### src/design/scwp_pkg.sv
// Shared constants, types and store access structs for the wavelet power core.
// No dependencies; every other file of the block depends on this package.
package scwp_pkg;

  localparam int MAX_HALF    = 255;
  localparam int SAMPLE_BITS = 16;

  localparam int WIN_DEPTH = 2 * MAX_HALF + 1;
  localparam int COUNT_SAT = WIN_DEPTH + 1;
  localparam int WIN_AW    = $clog2(WIN_DEPTH);
  localparam int HALF_W    = $clog2(MAX_HALF + 1);
  localparam int CNT_W     = $clog2(COUNT_SAT + 1);

  localparam int HALF_LEN_W = 8;
  localparam int COEF_W     = 16;
  localparam int IDX_W      = 8;
  localparam int POWER_W    = 63;

  localparam int MUL_W = 32;
  localparam int PROD_W = 2 * MUL_W;
  // Product of a pair sum and a coefficient, grown by the number of terms.
  localparam int ACC_W = SAMPLE_BITS + 1 + COEF_W + HALF_W + 1;

  localparam logic [HALF_LEN_W-1:0] HALF_LEN_RESET = HALF_LEN_W'(16);

  localparam logic OP_LOAD   = 1'b0;
  localparam logic OP_SAMPLE = 1'b1;

  typedef logic signed [SAMPLE_BITS-1:0] sample_t;
  typedef logic signed [COEF_W-1:0]      coef_t;

  typedef struct packed {
    logic              win_we;
    logic [WIN_AW-1:0] win_addr;
    sample_t           sample;
    logic              coef_we;
    logic [HALF_W-1:0] coef_addr;
    coef_t             re;
    coef_t             im;
  } store_wr_t;

  typedef struct packed {
    logic              en;
    logic [WIN_AW-1:0] addr_l;
    logic [WIN_AW-1:0] addr_r;
    logic [HALF_W-1:0] coef_addr;
  } store_rd_t;

  typedef struct packed {
    sample_t left;
    sample_t right;
    coef_t   re;
    coef_t   im;
  } store_data_t;

endpackage

### src/design/scwp_mul.sv
// Shared signed 32 x 32 multiplier with a registered product.
// Depends on scwp_pkg for operand widths.
module scwp_mul (
  input  logic                                 clk,
  input  logic signed [scwp_pkg::MUL_W-1:0]    a,
  input  logic signed [scwp_pkg::MUL_W-1:0]    b,
  output logic signed [scwp_pkg::PROD_W-1:0]   prod
);
  import scwp_pkg::*;

  always_ff @(posedge clk) begin
    prod <= a * b;
  end

endmodule

### config.mk
export PLATFORM = sky130hd
export DESIGN_NAME = scwp_mul
export DESIGN_NICKNAME = d
export VERILOG_FILES = /design/src/design/scwp_pkg.sv /design/src/design/scwp_mul.sv
export SDC_FILE = /design/constraint.sdc
export NUM_CORES = 2
export LEC_CHECK = 0
export ABC_AREA = 1
export BUFFER_PORTS_ARGS = -buffer_cell sky130_fd_sc_hd__buf_2
export CAP_MARGIN = 20
export CORE_ASPECT_RATIO = 0.5
export CORE_UTILIZATION = 30
export CTS_BUF_LIST = sky130_fd_sc_hd__clkbuf_4 sky130_fd_sc_hd__clkbuf_8
export DETAILED_ROUTE_END_ITERATION = 10
export PLACE_DENSITY = 0.4
export SLEW_MARGIN = 25
export SYNTH_ARGS = -nofsm -noshare
export SYNTH_HDL_FRONTEND = slang
export SYNTH_SLANG_ARGS = --single-unit
export TNS_END_PERCENT = 1
### constraint.sdc
create_clock -name clk -period 8 [get_ports clk]
set_clock_uncertainty 0.15 [all_clocks]
set_input_delay 0.4 -clock clk [delete_from_list [all_inputs] [get_ports clk]]
set_output_delay 0.4 -clock clk [all_outputs]
set_load 0.02 [all_outputs]
### Word-level counts from Yosys, hierarchy flattened

Cells that the tools add are included.

* bits in registers: 64
* bits of input ports: 65
* output and inout port bits: 64
* logic and storage cells: 2

* $mul: 1

Operators by type and width (number)
* 32-bit by 32-bit multiplier with 64-bit output: 1

### Logic depth before layout (Yosys ltp)

* depth after elaboration: 1
* mapped depth: 31

### Least setup slack after synthesis

Ideal clock, no wire load.

* path kind: input to register
* start: input a[31] (netlist bit)
* end: register prod[59] (netlist bit)
* data arrival time: 6932 ps
* path slack: 806 ps
* stages: 27
* path buffers: 1
* cells stage by stage: clkbuf_1 > nand2_1 > inv_1 > fa_1 > inv_1 > fa_1 > inv_1 > fa_1 > fa_1 > inv_1 > fa_1 > inv_1 > fa_1 > inv_1 > fa_1 > fa_1 > inv_1 > ha_1 > nand2_2 > nor2_1 > inv_1 > nor2_1 > nand2_1 > nor3_1 > nand2_1 > nand4_1 > nand2_1

* word-level cells in the longest chain between the ends: 1

Ends and longest elaborated chain
* start, declared: line scwp_mul.sv:5 `input logic signed [scwp_pkg::MUL_W-1:0] a,`
* 32-bit by 32-bit multiplier with 64-bit output: line scwp_mul.sv:12 `prod <= a * b;`
* end signal, assigned: line scwp_mul.sv:12
* end, declared: line scwp_mul.sv:7 `output logic signed [scwp_pkg::PROD_W-1:0] prod`

Every way passes these cells.

### Worst setup path in the final report

* start: input b[10] (netlist bit)
* end: register prod[34] (netlist bit)

* word-level cells in the longest chain between the ends: 1

Ends and longest elaborated chain
* start, declared: line scwp_mul.sv:6 `input logic signed [scwp_pkg::MUL_W-1:0] b,`
* 32-bit by 32-bit multiplier with 64-bit output: line scwp_mul.sv:12

Every way passes these cells.

==> run_results.csv <==
group,metric,value,unit
logic_synthesis,synth-edff-count,0,
setup_path,critPathMaxFanout,24,
logic_synthesis,synth_seq_area_share,0.0319,
floorplanning,site_row_count,94,
logic_synthesis,yosys.cell_types.count,27,
clock_network,cts_buffers,9,
logic_synthesis,synthesis.yosys.warnings,0,
drt,drtAntennaViolNets,0,
timing,rsz0062_at_grt,"no",
clock_network,cts_setup_buffers,0,
global_route,track_usage,0.210,
drt,drt-wirelength-per-cell,19.5,um
timing,achievable-frequency,0.134,GHz
floorplanning,core_area,132000,um^2
timing,worst_slew_margin_rel,0.485,
drt,drt-vias-per-instance,4.38,
timing,setup-tns-final,0,ns
global_route,antenna_found_initial,12,
cells_and_area,largest_register,"prod",
drt,vias,30592,
floorplanning,floorplan.io_pins,129,
logic_synthesis,postSynth.topFlopCell,"sky130_fd_sc_hd__dfxtp_1",
clock_network,clock_tree.htree_level_count,3,
cells_and_area,design.final.nets,6532,
clock_network,cts_tree,"yes",
global_route,grt_first_pass_wirelength,212,mm
clock_network,cts_buffer_depth,2,
clock_network,postCtsResizedCells,0,
floorplanning,fp.dieH,261,um
setup_path,timing_worst_setup_path_type,"in -> reg",
logic_synthesis,synthesis.area,40200,um^2
floorplanning,die_area,136000,um^2
clock_network,clk_pin_slew,0.10,ns
worst_hold_path,holdCritPathClass,"in -> reg",
setup_path,cp_data_arrival_time,7.52,ns
logic_synthesis,ys_async_sr_fraction,0,
global_route,grt_start_max_net_pins,33,
floorplanning,start_util,0.304,
cells_and_area,largest_register_ff_count,64,
clock_network,cts.root.buffer_cell,"sky130_fd_sc_hd__clkbuf_8",
drt,dr.first_iter.drc_count,2002,
global_route,grt_pass1_vias,33492,
timing,layout_min_cycle_time,7.43,ns
drt,routed_wl,136,mm
clock_network,ctsHoldBuffers,0,
place,dp_worst_setup_slack,0.273,ns
place,place_congestion,0.929,
cells_and_area,post_layout_inst_area,43700,um^2
setup_path,worstSetupStartpointType,"input pin",
logic_synthesis,synth.avg_cell_area,7.85,um^2
timing,period_share,0.929,
cells_and_area,final_layout_size_suffix_gt1_frac,0.0684,
place,place.detailed.hpwl,121,mm
global_route,globalRoute.totalOverflow,0,
setup_path,setup.worst_path.end_class,"flip-flop",
logic_synthesis,yosys_register_bits,64,
timing,setup_slack,0.565,ns
floorplanning,die_width,520,um
cells_and_area,area_growth_syn_to_layout,8.75,%
cells_and_area,reg.largest.list,"prod (64)",
setup_path,worstPathRequired,8.08,ns
timing,timing_worst_slew_pin_value,0.772,ns
timing,timing.final.max_slew_violations,0,
drt,firstDrtPassIters,6,
logic_synthesis,synth_cells,5124,
timing,timing.final.hold_violations,0,
run,maxCapViolCount,0,
timing,final-setup-viol-count,0,
drt,drcViolationCount,0,
clock_network,clkSinkCount,64,
place,placed_cell_area,43500,um^2
run_status,outcome,"complete, no violations",
place,io_buffers,128,
logic_synthesis,syn-num-nets,6455,
[layout make-up]
cell class | count | area, um^2
Multi-Input combinational cell | 3168 | 31800
Fill cell | 14252 | 88500
Timing Repair Buffer | 258 | 1770
Clock inverter | 7 | 119
Tap cell | 1776 | 2220
Antenna cell | 3 | 7.51
Inverter | 1700 | 6380
Clock buffer | 9 | 124
Sequential cell | 64 | 1280
[placed cells by master (no fill, tap or decap)]
cell,instances
sky130_fd_sc_hd__a21o_1,2
sky130_fd_sc_hd__a21oi_1,62
sky130_fd_sc_hd__a21oi_2,1
sky130_fd_sc_hd__buf_12,12
sky130_fd_sc_hd__buf_2,128
sky130_fd_sc_hd__buf_4,118
sky130_fd_sc_hd__bufinv_16,3
sky130_fd_sc_hd__clkbuf_8,9
sky130_fd_sc_hd__clkinv_2,1
sky130_fd_sc_hd__clkinvlp_4,2
sky130_fd_sc_hd__dfxtp_1,64
sky130_fd_sc_hd__diode_2,3
sky130_fd_sc_hd__fa_1,1082
sky130_fd_sc_hd__ha_1,184
sky130_fd_sc_hd__inv_1,1692
sky130_fd_sc_hd__inv_2,8
sky130_fd_sc_hd__inv_6,1
sky130_fd_sc_hd__nand2_1,1504
sky130_fd_sc_hd__nand2_2,21
sky130_fd_sc_hd__nand3_1,73
sky130_fd_sc_hd__nand3_2,6
sky130_fd_sc_hd__nand3b_1,6
sky130_fd_sc_hd__nand4_1,13
sky130_fd_sc_hd__nor2_1,93
sky130_fd_sc_hd__nor2_2,31
sky130_fd_sc_hd__nor2_4,3
sky130_fd_sc_hd__nor3_1,11
sky130_fd_sc_hd__nor3_2,5
sky130_fd_sc_hd__o21a_1,1
sky130_fd_sc_hd__o21ai_0,17
sky130_fd_sc_hd__o21ai_1,4
sky130_fd_sc_hd__o21bai_1,8
sky130_fd_sc_hd__or2_2,7
sky130_fd_sc_hd__xnor2_1,3
sky130_fd_sc_hd__xor2_1,31
[final timing paths]
check                  from               end  slack [ns]  cells after the start
worst max-delay path  b[10]  prod[34]$_DFF_P_        0.57                     26
worst min-delay path   b[0]   prod[0]$_DFF_P_        0.40                      4
[through the flow]
step | instances | hold slack (ns) | util
floorplan | 5124 | 0.348 | -
global placement | 6966 | 0.668 | 0.329
detailed placement | 6966 | 0.667 | 0.329
CTS | 6982 | 0.369 | 0.331
global route | 6982 | 0.400 | 0.331
finish | 6985 | 0.400 | 0.331
[cell usage after synthesis, drive strengths merged, types with 7 or more instances]
cell type / instances / area, um^2
clkbuf: 192 / 721
inv: 1700 / 6380
o21ai: 21 / 105
o21bai: 8 / 60.1
dfxtp: 64 / 1280
nand4: 13 / 81.3
nor2: 127 / 577
ha: 184 / 2300
nor3: 16 / 105
a21oi: 63 / 319
xor2: 31 / 272
fa: 1082 / 21700
nand2: 1525 / 5780
nand3: 79 / 425
or2: 7 / 43.8
[cells by family after synthesis]
family,count (synthesis),share of synthesized area
and+or+nand+nor,1773,0.175
AOI/OAI and AO/OA,95,0.0126
buffers and inverters,1892,0.177
DFF,64,0.0319
adders and majority gates,1266,0.596
xor gates and xnor gates,34,0.00741
[metal layers]
layer,part of all wire,GRT usage,up-vias,wire length [um]
met5,0,0,-,0
met4,0.012,0.0236,0,1650
li1,-,-,14078,-
met3,0.038,0.0153,72,5220
met2,0.45,0.333,563,60700
met1,0.50,0.320,15879,68600
[critical path, stage by stage]
cell	delay [ns]
sky130_fd_sc_hd__buf_2	0.54
sky130_fd_sc_hd__buf_4	0.31
sky130_fd_sc_hd__nand2_1	0.09
sky130_fd_sc_hd__fa_1	0.48
sky130_fd_sc_hd__inv_1	0.05
sky130_fd_sc_hd__fa_1	0.45
sky130_fd_sc_hd__fa_1	0.50
sky130_fd_sc_hd__inv_1	0.05
sky130_fd_sc_hd__fa_1	0.48
sky130_fd_sc_hd__inv_1	0.05
sky130_fd_sc_hd__fa_1	0.49
sky130_fd_sc_hd__inv_1	0.05
sky130_fd_sc_hd__fa_1	0.54
sky130_fd_sc_hd__inv_1	0.06
sky130_fd_sc_hd__fa_1	0.47
sky130_fd_sc_hd__fa_1	0.52
sky130_fd_sc_hd__ha_1	0.54
sky130_fd_sc_hd__nand2_1	0.16
sky130_fd_sc_hd__nor2_1	0.21
sky130_fd_sc_hd__nand2_1	0.12
sky130_fd_sc_hd__nor3_2	0.28
sky130_fd_sc_hd__nand2_1	0.13
sky130_fd_sc_hd__nand2_2	0.12
sky130_fd_sc_hd__nand2_1	0.08
sky130_fd_sc_hd__nand3_1	0.08
sky130_fd_sc_hd__nand2_1	0.22
Power is left out: the tool's default activity adds up to more than one toggle a clock period on the data nets, which glitch-free logic cannot reach.
